==> src/design/assert_macros.svh <==
// Assertion macros shared by the PWM generator modules.
`ifndef ASSERT_MACROS_SVH
`define ASSERT_MACROS_SVH

`ifndef SYNTHESIS

// Property check on the rising clock edge, disabled during reset.
`define MCPWM_ASSERT(label, clk, rst, prop) \
   label: assert property (@(posedge clk) disable iff (rst) prop) \
      else $error("%m: assertion failed");

// Condition that must never be seen on a rising clock edge.
`define MCPWM_NEVER(label, clk, rst, cond) \
   label: assert property (@(posedge clk) disable iff (rst) !(cond)) \
      else $error("%m: forbidden condition seen");

`else

`define MCPWM_ASSERT(label, clk, rst, prop)
`define MCPWM_NEVER(label, clk, rst, cond)

`endif

`endif

==> src/design/mcpwm_pkg.sv <==
// Shared types, command and status codes of the PWM generator.
`timescale 1ns / 1ps

package mcpwm_pkg;

   localparam int NUM_CHANNELS_DEFAULT = 8;

   // Command codes
   localparam logic [2:0] CMD_ADD        = 3'd0;
   localparam logic [2:0] CMD_REMOVE     = 3'd1;
   localparam logic [2:0] CMD_SET_DUTY   = 3'd2;
   localparam logic [2:0] CMD_SET_PERIOD = 3'd3;
   localparam logic [2:0] CMD_TICK       = 3'd4;

   // Status codes
   localparam logic [1:0] STAT_OK       = 2'd0;
   localparam logic [1:0] STAT_FULL     = 2'd1;
   localparam logic [1:0] STAT_BAD_SLOT = 2'd2;

   // Duty that means full on, also the on-time divisor
   localparam logic [7:0] FULL_DUTY = 8'd255;
   localparam logic [7:0] DIVISOR   = 8'd255;

   // duty * period product and its byte-serial division
   localparam int PROD_W    = 40;
   localparam int DIV_STEPS = PROD_W / 8;
   localparam int DIV_CNT_W = $clog2(DIV_STEPS);

   // Number of slots visible in the levels and changed fields
   localparam int VIEW_W = 8;

   typedef struct packed {
      logic [2:0]  command;
      logic [3:0]  slot;
      logic [7:0]  pin_number;
      logic [7:0]  duty;
      logic [31:0] period_value;
      logic [31:0] now_us;
   } req_type;

   typedef struct packed {
      logic [1:0] status;
      logic [2:0] added_slot;
      logic [7:0] levels;
      logic [7:0] changed;
   } rsp_type;

   // Controller to datapath commands
   typedef struct packed {
      logic load_req;
      logic find_free;
      logic set_full;
      logic set_bad;
      logic use_slot;
      logic remove_slot;
      logic mul;
      logic div_step;
      logic write_slot;
      logic tick_clear;
      logic tick_slot;
      logic load_rsp;
   } ctrl_cmd_type;

   // Datapath to controller status
   typedef struct packed {
      logic [2:0] command;
      logic       free_found;
      logic       slot_ok;
      logic       div_last;
      logic       tick_last;
      logic       rsp_busy;
   } dp_status_type;

endpackage

==> src/design/multi_channel_pwm_generator.sv <==
// Top level of the multi-channel PWM generator.
`timescale 1ns / 1ps

// Table of NUM_CHANNELS PWM slots driven by add, remove, set duty, set
// period and tick transactions; every transaction returns one result with
// the status, the slot taken by an add, and the levels and changed bits of
// slots 0 to 7. One transaction is in work at a time. For add, set duty and
// set period the on-time duty*period/255 is formed by one 8x32 multiply and
// a byte-serial divide by 255. A tick is handled by the single tick unit
// that walks the slots one per cycle. Remove, rejected and unknown commands
// go from decode straight to the result. A new transaction is accepted
// while the previous result still waits in the output register.
module multi_channel_pwm_generator #(
   parameter int NUM_CHANNELS = mcpwm_pkg::NUM_CHANNELS_DEFAULT
) (
   input  logic               clock,
   input  logic               reset,
   input  logic               req_valid,
   output logic               req_stall,
   input  mcpwm_pkg::req_type req_data,
   output logic               rsp_valid,
   input  logic               rsp_stall,
   output mcpwm_pkg::rsp_type rsp_data
);

   mcpwm_pkg::ctrl_cmd_type  cmd;
   mcpwm_pkg::dp_status_type st;

   // Sequencer
   mcpwm_ctrl u_ctrl (
      .clock     (clock),
      .reset     (reset),
      .req_valid (req_valid),
      .req_stall (req_stall),
      .st        (st),
      .cmd       (cmd)
   );

   // Slot table and arithmetic
   mcpwm_datapath #(
      .NUM_CHANNELS (NUM_CHANNELS)
   ) u_datapath (
      .clock     (clock),
      .reset     (reset),
      .req_data  (req_data),
      .cmd       (cmd),
      .st        (st),
      .rsp_valid (rsp_valid),
      .rsp_stall (rsp_stall),
      .rsp_data  (rsp_data)
   );

endmodule

==> src/design/mcpwm_ctrl.sv <==
// Sequencing state machine of the PWM generator.
`timescale 1ns / 1ps
`include "assert_macros.svh"

module mcpwm_ctrl (
   input  logic                     clock,
   input  logic                     reset,
   input  logic                     req_valid,
   output logic                     req_stall,
   input  mcpwm_pkg::dp_status_type st,
   output mcpwm_pkg::ctrl_cmd_type  cmd
);

   typedef enum logic [6:0] {
      ST_IDLE   = 7'b0000001,
      ST_DECODE = 7'b0000010,
      ST_MUL    = 7'b0000100,
      ST_DIV    = 7'b0001000,
      ST_WRITE  = 7'b0010000,
      ST_TICK   = 7'b0100000,
      ST_FINISH = 7'b1000000
   } state_type;

   state_type state_ff;
   state_type state_in;

   // Only the idle state takes a new transaction
   assign req_stall = (state_ff != ST_IDLE);

   // Next state and command decode
   always_comb begin
      state_in = state_ff;
      cmd      = '0;
      unique case (state_ff)
         ST_IDLE: begin
            if (req_valid) begin
               cmd.load_req = 1'b1;
               state_in     = ST_DECODE;
            end
         end
         ST_DECODE: begin
            unique case (st.command)
               mcpwm_pkg::CMD_ADD: begin
                  if (st.free_found) begin
                     cmd.find_free = 1'b1;
                     state_in      = ST_MUL;
                  end else begin
                     cmd.set_full = 1'b1;
                     state_in     = ST_FINISH;
                  end
               end
               mcpwm_pkg::CMD_REMOVE: begin
                  if (st.slot_ok) begin
                     cmd.remove_slot = 1'b1;
                  end else begin
                     cmd.set_bad = 1'b1;
                  end
                  state_in = ST_FINISH;
               end
               mcpwm_pkg::CMD_SET_DUTY, mcpwm_pkg::CMD_SET_PERIOD: begin
                  if (st.slot_ok) begin
                     cmd.use_slot = 1'b1;
                     state_in     = ST_MUL;
                  end else begin
                     cmd.set_bad = 1'b1;
                     state_in    = ST_FINISH;
                  end
               end
               mcpwm_pkg::CMD_TICK: begin
                  cmd.tick_clear = 1'b1;
                  state_in       = ST_TICK;
               end
               default: begin
                  // unknown codes just report their levels
                  state_in = ST_FINISH;
               end
            endcase
         end
         ST_MUL: begin
            cmd.mul  = 1'b1;
            state_in = ST_DIV;
         end
         ST_DIV: begin
            cmd.div_step = 1'b1;
            if (st.div_last) begin
               state_in = ST_WRITE;
            end
         end
         ST_WRITE: begin
            cmd.write_slot = 1'b1;
            state_in       = ST_FINISH;
         end
         ST_TICK: begin
            cmd.tick_slot = 1'b1;
            if (st.tick_last) begin
               state_in = ST_FINISH;
            end
         end
         ST_FINISH: begin
            if (!st.rsp_busy) begin
               cmd.load_rsp = 1'b1;
               state_in     = ST_IDLE;
            end
         end
         default: begin
            state_in = ST_IDLE;
         end
      endcase
   end

   // State register
   always_ff @(posedge clock) begin
      if (reset) begin
         state_ff <= ST_IDLE;
      end else begin
         state_ff <= state_in;
      end
   end

   // An accepted transaction is decoded on the next cycle
   `MCPWM_ASSERT(a_accept_decodes, clock, reset, (req_valid && !req_stall) |=> (state_ff == ST_DECODE))
   // A result held up by the output side keeps the machine waiting
   `MCPWM_ASSERT(a_finish_waits, clock, reset, (state_ff == ST_FINISH && st.rsp_busy) |=> (state_ff == ST_FINISH))
   // The slot walk does not leave before its last slot
   `MCPWM_ASSERT(a_tick_walks, clock, reset, (state_ff == ST_TICK && !st.tick_last) |=> (state_ff == ST_TICK))

endmodule

==> src/design/mcpwm_datapath.sv <==
// Slot table, on-time multiply and divide, tick unit and result register.
`timescale 1ns / 1ps
`include "assert_macros.svh"

module mcpwm_datapath #(
   parameter int NUM_CHANNELS = mcpwm_pkg::NUM_CHANNELS_DEFAULT
) (
   input  logic                     clock,
   input  logic                     reset,
   input  mcpwm_pkg::req_type       req_data,
   input  mcpwm_pkg::ctrl_cmd_type  cmd,
   output mcpwm_pkg::dp_status_type st,
   output logic                     rsp_valid,
   input  logic                     rsp_stall,
   output mcpwm_pkg::rsp_type       rsp_data
);

   localparam int IDXW = (NUM_CHANNELS > 1) ? $clog2(NUM_CHANNELS) : 1;
   localparam int VIEW = (NUM_CHANNELS < mcpwm_pkg::VIEW_W) ? NUM_CHANNELS : mcpwm_pkg::VIEW_W;
   localparam int PW   = mcpwm_pkg::PROD_W;

   // Captured transaction and bookkeeping
   mcpwm_pkg::req_type               req_ff;
   logic [IDXW-1:0]                  idx_ff;
   logic [1:0]                       status_ff;
   logic [2:0]                       added_ff;
   logic [mcpwm_pkg::VIEW_W-1:0]     before_ff;

   // Slot table; the pin tag never affects the levels and is not kept
   logic [NUM_CHANNELS-1:0]          valid_ff;
   logic [NUM_CHANNELS-1:0]          level_ff;
   logic [7:0]                       duty_ff   [NUM_CHANNELS];
   logic [31:0]                      period_ff [NUM_CHANNELS];
   logic [31:0]                      on_ff     [NUM_CHANNELS];
   logic [31:0]                      last_ff   [NUM_CHANNELS];

   // On-time arithmetic
   logic [PW-1:0]                    prod_ff;
   logic [PW-1:0]                    prod_in;
   logic [7:0]                       rem_ff;
   logic [7:0]                       rem_in;
   logic [31:0]                      quo_ff;
   logic [31:0]                      quo_in;
   logic [mcpwm_pkg::DIV_CNT_W-1:0]  cnt_ff;

   // Result register
   mcpwm_pkg::rsp_type               rsp_ff;
   logic                             rsp_valid_ff;

   logic                             free_found;
   logic [IDXW-1:0]                  free_idx;
   logic [IDXW-1:0]                  slot_sel;
   logic                             slot_ok;
   logic [mcpwm_pkg::VIEW_W-1:0]     levels_now;
   logic [7:0]                       mul_duty;
   logic [31:0]                      wr_period;
   logic [7:0]                       digit;
   logic [8:0]                       digit_sum;
   logic                             digit_ge;
   logic [31:0]                      elapsed;
   logic [31:0]                      low_time;
   logic                             tick_upd;
   logic                             tick_lvl;

   // Lowest free slot
   always_comb begin
      free_found = 1'b0;
      free_idx   = '0;
      for (int i = NUM_CHANNELS - 1; i >= 0; i--) begin
         if (!valid_ff[i]) begin
            free_found = 1'b1;
            free_idx   = IDXW'(i);
         end
      end
   end

   // Slot check for remove and set
   assign slot_sel = req_ff.slot[IDXW-1:0];
   assign slot_ok  = (int'(req_ff.slot) < NUM_CHANNELS) && valid_ff[slot_sel];

   // Visible levels
   always_comb begin
      levels_now = '0;
      for (int i = 0; i < VIEW; i++) begin
         levels_now[i] = level_ff[i];
      end
   end

   // Multiply operands: set commands take the kept half from the table
   assign mul_duty  = (req_ff.command == mcpwm_pkg::CMD_SET_PERIOD) ? duty_ff[idx_ff]
                                                                    : req_ff.duty;
   assign wr_period = (req_ff.command == mcpwm_pkg::CMD_SET_DUTY) ? period_ff[idx_ff]
                                                                  : req_ff.period_value;
   assign prod_in   = {32'd0, mul_duty} * {8'd0, wr_period};

   // Division by 255 one byte a step: 256 = 255 + 1, so each quotient
   // digit is the remainder plus one if remainder plus byte reaches 255
   assign digit     = prod_ff[PW-1 -: 8];
   assign digit_sum = {1'b0, rem_ff} + {1'b0, digit};
   assign digit_ge  = (digit_sum >= {1'b0, mcpwm_pkg::DIVISOR});
   assign rem_in    = digit_ge ? 8'(digit_sum - {1'b0, mcpwm_pkg::DIVISOR}) : digit_sum[7:0];
   assign quo_in    = {quo_ff[23:0], 8'(rem_ff + {7'd0, digit_ge})};

   // Tick decision for the slot under the walk index
   assign elapsed  = req_ff.now_us - last_ff[idx_ff];
   assign low_time = period_ff[idx_ff] - on_ff[idx_ff];

   always_comb begin
      tick_upd = 1'b0;
      tick_lvl = level_ff[idx_ff];
      if (duty_ff[idx_ff] == 8'd0) begin
         tick_upd = 1'b1;
         tick_lvl = 1'b0;
      end else if (duty_ff[idx_ff] == mcpwm_pkg::FULL_DUTY) begin
         tick_upd = 1'b1;
         tick_lvl = 1'b1;
      end else if (!level_ff[idx_ff]) begin
         if (elapsed >= low_time) begin
            tick_upd = 1'b1;
            tick_lvl = 1'b1;
         end
      end else if (elapsed >= on_ff[idx_ff]) begin
         tick_upd = 1'b1;
         tick_lvl = 1'b0;
      end
   end

   // Control state: valid and level bits, index, divider counters, result valid
   always_ff @(posedge clock) begin
      if (reset) begin
         valid_ff     <= '0;
         level_ff     <= '0;
         idx_ff       <= '0;
         rem_ff       <= '0;
         cnt_ff       <= '0;
         rsp_valid_ff <= 1'b0;
      end else begin
         if (cmd.find_free) begin
            idx_ff <= free_idx;
         end
         if (cmd.use_slot) begin
            idx_ff <= slot_sel;
         end
         if (cmd.tick_clear) begin
            idx_ff <= '0;
         end
         if (cmd.remove_slot) begin
            valid_ff[slot_sel] <= 1'b0;
            level_ff[slot_sel] <= 1'b0;
         end
         if (cmd.mul) begin
            rem_ff <= '0;
            cnt_ff <= '0;
         end
         if (cmd.div_step) begin
            rem_ff <= rem_in;
            cnt_ff <= cnt_ff + 1'b1;
         end
         if (cmd.write_slot && req_ff.command == mcpwm_pkg::CMD_ADD) begin
            valid_ff[idx_ff] <= 1'b1;
            level_ff[idx_ff] <= 1'b0;
         end
         if (cmd.tick_slot) begin
            if (valid_ff[idx_ff] && tick_upd) begin
               level_ff[idx_ff] <= tick_lvl;
            end
            idx_ff <= idx_ff + 1'b1;
         end
         if (cmd.load_rsp) begin
            rsp_valid_ff <= 1'b1;
         end else if (!rsp_stall) begin
            rsp_valid_ff <= 1'b0;
         end
      end
   end

   // Payload: captured transaction, table contents, arithmetic, result
   always_ff @(posedge clock) begin
      if (cmd.load_req) begin
         req_ff    <= req_data;
         status_ff <= mcpwm_pkg::STAT_OK;
         added_ff  <= '0;
         before_ff <= levels_now;
      end
      if (cmd.set_full) begin
         status_ff <= mcpwm_pkg::STAT_FULL;
      end
      if (cmd.set_bad) begin
         status_ff <= mcpwm_pkg::STAT_BAD_SLOT;
      end
      if (cmd.find_free) begin
         added_ff <= 3'(free_idx);
      end
      if (cmd.mul) begin
         prod_ff <= prod_in;
         quo_ff  <= '0;
      end
      if (cmd.div_step) begin
         prod_ff <= {prod_ff[PW-9:0], 8'd0};
         quo_ff  <= quo_in;
      end
      if (cmd.write_slot) begin
         unique case (req_ff.command)
            mcpwm_pkg::CMD_ADD: begin
               duty_ff[idx_ff]   <= req_ff.duty;
               period_ff[idx_ff] <= req_ff.period_value;
               on_ff[idx_ff]     <= quo_ff;
               last_ff[idx_ff]   <= req_ff.now_us;
            end
            mcpwm_pkg::CMD_SET_DUTY: begin
               duty_ff[idx_ff] <= req_ff.duty;
               on_ff[idx_ff]   <= quo_ff;
            end
            mcpwm_pkg::CMD_SET_PERIOD: begin
               period_ff[idx_ff] <= req_ff.period_value;
               on_ff[idx_ff]     <= quo_ff;
            end
            default: begin
            end
         endcase
      end
      if (cmd.tick_slot && valid_ff[idx_ff] && tick_upd) begin
         last_ff[idx_ff] <= req_ff.now_us;
      end
      if (cmd.load_rsp) begin
         rsp_ff.status     <= status_ff;
         rsp_ff.added_slot <= added_ff;
         rsp_ff.levels     <= levels_now;
         rsp_ff.changed    <= levels_now ^ before_ff;
      end
   end

   // Status to the controller
   assign st.command    = req_ff.command;
   assign st.free_found = free_found;
   assign st.slot_ok    = slot_ok;
   assign st.div_last   = (cnt_ff == mcpwm_pkg::DIV_CNT_W'(mcpwm_pkg::DIV_STEPS - 1));
   assign st.tick_last  = (idx_ff == IDXW'(NUM_CHANNELS - 1));
   assign st.rsp_busy   = rsp_valid_ff && rsp_stall;

   assign rsp_valid = rsp_valid_ff;
   assign rsp_data  = rsp_ff;

   // Division remainder stays below the divisor
   `MCPWM_NEVER(a_rem_below_divisor, clock, reset, rem_ff == mcpwm_pkg::DIVISOR)
   // A stored on-time never exceeds its period
   `MCPWM_ASSERT(a_on_within_period, clock, reset, cmd.write_slot |-> (quo_ff <= wr_period))
   // The slot walk stays inside the table
   `MCPWM_ASSERT(a_tick_in_range, clock, reset, cmd.tick_slot |-> (idx_ff <= IDXW'(NUM_CHANNELS - 1)))

endmodule
==> config.mk <==
export PLATFORM = sky130hd
export DESIGN_NAME = multi_channel_pwm_generator
export DESIGN_NICKNAME = d
export VERILOG_FILES = /design/src/design/mcpwm_pkg.sv /design/src/design/multi_channel_pwm_generator.sv /design/src/design/mcpwm_ctrl.sv /design/src/design/mcpwm_datapath.sv
export VERILOG_INCLUDE_DIRS = /design/src /design/src/design
export SDC_FILE = /design/constraint.sdc
export NUM_CORES = 2
export LEC_CHECK = 0
export ABC_CLOCK_PERIOD_IN_PS = 8700
export BUFFER_PORTS_ARGS = -buffer_cell sky130_fd_sc_hd__buf_2
export CORE_MARGIN = 3
export CORE_UTILIZATION = 50
export CTS_BUF_LIST = sky130_fd_sc_hd__clkbuf_4 sky130_fd_sc_hd__clkbuf_8 sky130_fd_sc_hd__clkbuf_16
export DETAILED_ROUTE_END_ITERATION = 8
export GPL_ROUTABILITY_DRIVEN = 0
export GPL_TIMING_DRIVEN = 0
export PLACE_DENSITY_LB_ADDON = 0.1
export SLEW_MARGIN = 30
export SYNTH_ARGS = -nofsm -noshare
export SYNTH_HDL_FRONTEND = slang
export SYNTH_HIERARCHICAL = 1
export SYNTH_SLANG_ARGS = --single-unit
export TNS_END_PERCENT = 100
==> constraint.sdc <==
create_clock -name clock -period 8.7 [get_ports clock]
set_input_delay 0.87 -clock clock [delete_from_list [all_inputs] [get_ports clock]]
set_output_delay 0.87 -clock clock [all_outputs]
set_load 0.1 [all_outputs]
==> run metrics <==
Layout area overhead=15.0%; final instance area=60,500 um^2; die area=about 110,000 um^2; clock skew after layout=approximately 0.037 ns; Initial Util=roughly 51%; core box area=a little over 100,000 um^2; worst hold endpoint=u_datapath/req_ff[68]$_DFFE_PP_; flop-to-flop setup slack=around 0.28 ns; fin nets=roughly 4.2k; Clk Latency, worst-skew pair=between 0.7 and 0.8 ns; CP bufs+invs=8; hold_sp=req_data[68]; final wirelength=133,000 um; yosys warns=6; Vias=between 30k and 40k; Rows=around 120; Final Hold Vio Count=0; first-pass GRT wire length=approximately 200,000 um; Synth area leader=edfxtp_1; relative slew slack=between 30% and 40%; EDFF count, synth=~1.0k; total grt overflow=0; number of clock sinks=about 1.1k; Final WS setup=around 0.28 ns; Fmax achieved=0.119 GHz; Slew Viols, Final=0; Worst Setup Start Kind=flip-flop; Antenna Cells=0; Syn Std Cell Area=52,600 um^2; R2R depth=28; syn_nets=3,943; CTS Buffer Depth=3; CP max FO=28; drt wl/cell=25.5 um; I/O Buffers=approximately 110; antenna viol nets, final=0; Final period util=between 90% and 100%; Max Used Layer=met4; Slew @ Worst Pin=1.04 ns; post-DR vias/cell=about 6.0; total track usage=about a quarter; Leak=around 21 nW; status=completed; Clk pin slew, worst setup/hold paths=around 0.06 ns; max-cap violation count=0; Die Width=330 um; crit-path max cell delay=about 0.63 ns; synthesized area per cell=~15 um^2; CP max stage cell=o21ai_0; root buffer cell=clkbuf_16; VDD IR max=~1.0 mV; Metal-1 WL=~57,000 um; post-detail-place hpwl=98,500 um; dpl ws=-3.29 ns; DRC=0; Synth top cells by count=edfxtp_1 (1,007), nor2_1 (345), inv_1 (227); dominant cells by area after synthesis=edfxtp_1 (57%), mux4_2 (8.9%), fa_1 (7.0%); largest net degree at the start of global routing=46; Worst Hold Depth=1; ys async rst share=0%; critical path capture point type=flip-flop; CP Class=flip-flop to flip-flop; WL met3=a little under 8000 um; Distinct cells, synth=between 80 and 90; Setup violations, final=0; WP data required=around 9 ns; IO Count=114; top-count cell post-synth=edfxtp_1; routed wl met2=64,900 um; Crit Reg-Reg Endpoint=u_datapath/last_ff[5][25]$_DFFE_PP_; gate count after technology mapping=between 3k and 4k; Die H=between 300 and 400 um; First DRT Iteration DRCs=~2.9k; Top FF cell, synth=edfxtp_1; CTS tree=built; Seq/Total Area, Yosys=roughly 59%; layout cells sized above 1=a little under 20%; WP data arrival=between 8 and 9 ns; Num CTS Buffers=110; initial antenna violation count=1; dpl cell area=approximately 57,000 um^2; critical path's top delay family=compound AO/OA/AOI/OAI gates; worst hold-check path type=input pin to flip-flop; router iterations before antenna repair=5; synthesis-stage register bit count=1,058; most used cell, CP=buf_4; PwrDens=402 nW/um^2; Yosys top cell area share=between 50% and 60%; cts hold-fix bufs=0; vias in the first global route=between 30k and 40k; # H-tree levels=3; post-route minimum period=about 8.4 ns
## through the flow
step                cells  hold WS, ns  utilization (%)  power [mW]  setup TNS, ns
global placement     4952        0.411             52.8        19.3       -1318.49
finish               5224        0.331             58.3        24.4              0
floorplan            3467        0.400                -        15.7              0
detailed placement   5009        0.416             54.4        19.5        -841.61
global route         5224        0.293             58.3        26.1         -0.451
CTS                  5216        0.280             58.1        24.4              0
## registers in the layout, indices dropped and copies added, names as in the netlist, 21 cells and up, named ones only
signal	cells
u_datapath/rsp_data	21
u_datapath/prod_ff	40
u_datapath/req_ff	76
u_datapath/last_ff	256
u_datapath/duty_ff	64
u_datapath/quo_ff	32
u_datapath/on_ff	256
u_datapath/period_ff	256
## worst reg2reg max path: cells and delay by family (launching register included)
family                   cells  cell delay [ns]
AND/OR/NAND/NOR              6             1.52
adder cells (fa/ha/maj)      2             0.69
multiplexers                 2             0.84
AO/OA/AOI/OAI               10             2.58
buffers and inverters        8             2.10
flip-flops                   1             0.36
## where the power goes
group / switching, mW / leakage (nW) / internal, mW
clock: 1.98 / 1.81 / 2.72
combinational: 8.29 / 10.0 / 5.32
sequential: 0.202 / 9.37 / 5.84
total: 10.5 / 21.2 / 13.9
## cell families after synthesis
| logic type | Yosys count | synth area share (%) |
|---|---|---|
| flip-flops | 1058 | 59.4 |
| AND/OR/NAND/NOR | 737 | 6.58 |
| AO/OA/AOI/OAI | 476 | 6.12 |
| adder cells (fa/ha/maj) | 385 | 11.8 |
| buffers and inverters | 356 | 2.70 |
| multiplexers | 343 | 11.6 |
| XOR/XNOR | 112 | 1.86 |
## cells in the final DEF (no fill, tap or decap), types with 38 or more instances in the layout
cell       instances
mux2i_1           94
a22o_1            38
dfxtp_1           51
a21o_1            59
o21ai_0           61
clkbuf_16        110
buf_2            127
xor2_1            41
buf_16            46
clkbuf_1          58
and2_1            44
mux4_2           209
nand2_1          111
xnor2_1           71
fa_1             183
inv_1            226
ha_1             202
a21oi_1          131
nor2_1           320
edfxtp_1        1007
## metal layers
metal | up-vias | global-route usage, %
met1 | 16100 | 34.6
met5 | - | 0
li1 | 13700 | -
met3 | 198 | 3.38
met2 | 1099 | 40.6
met4 | 0 | 7.29
## worst max path at each step
stage | slack (ns) | cells past startpoint | startpoint | endpoint
final | 0.28 | 28 | flip-flop | u_datapath/last_ff[5][25]$_DFFE_PP_
after global routing | -0.03 | 30 | flip-flop | u_datapath/last_ff[6][25]$_DFFE_PP_
after CTS | 0.003 | 24 | flip-flop | u_datapath/prod_ff[37]$_DFFE_PP_
after detailed placement | -3.29 | 27 | flip-flop | u_datapath/last_ff[5][25]$_DFFE_PP_
after global placement | -5.14 | 26 | flip-flop | u_datapath/last_ff[3][18]$_DFFE_PP_
after floorplan | 0.77 | 27 | flip-flop | u_datapath/last_ff[3][0]$_DFFE_PP_
## final cells by class
type / count / area [um^2]
inverter: 229 / 862
sequential: 1058 / 31300
buffer: 125 / 622
clock inverter: 71 / 743
timing repair buffer: 172 / 2040
multi-input combinational: 2053 / 20300
tap: 1380 / 1730
clock buffer: 136 / 2950
fill: 8032 / 43400
## repair_timing
| action | in CTS | in global routing |
|---|---|---|
| resized for setup | 35 | 34 |
| buffers inserted | 2 | 8 |
| pin swaps | 3 | 2 |
| endpoints found under the setup margin | 274 | 271 |
Note: power is estimated with default switching activity, not from simulation.
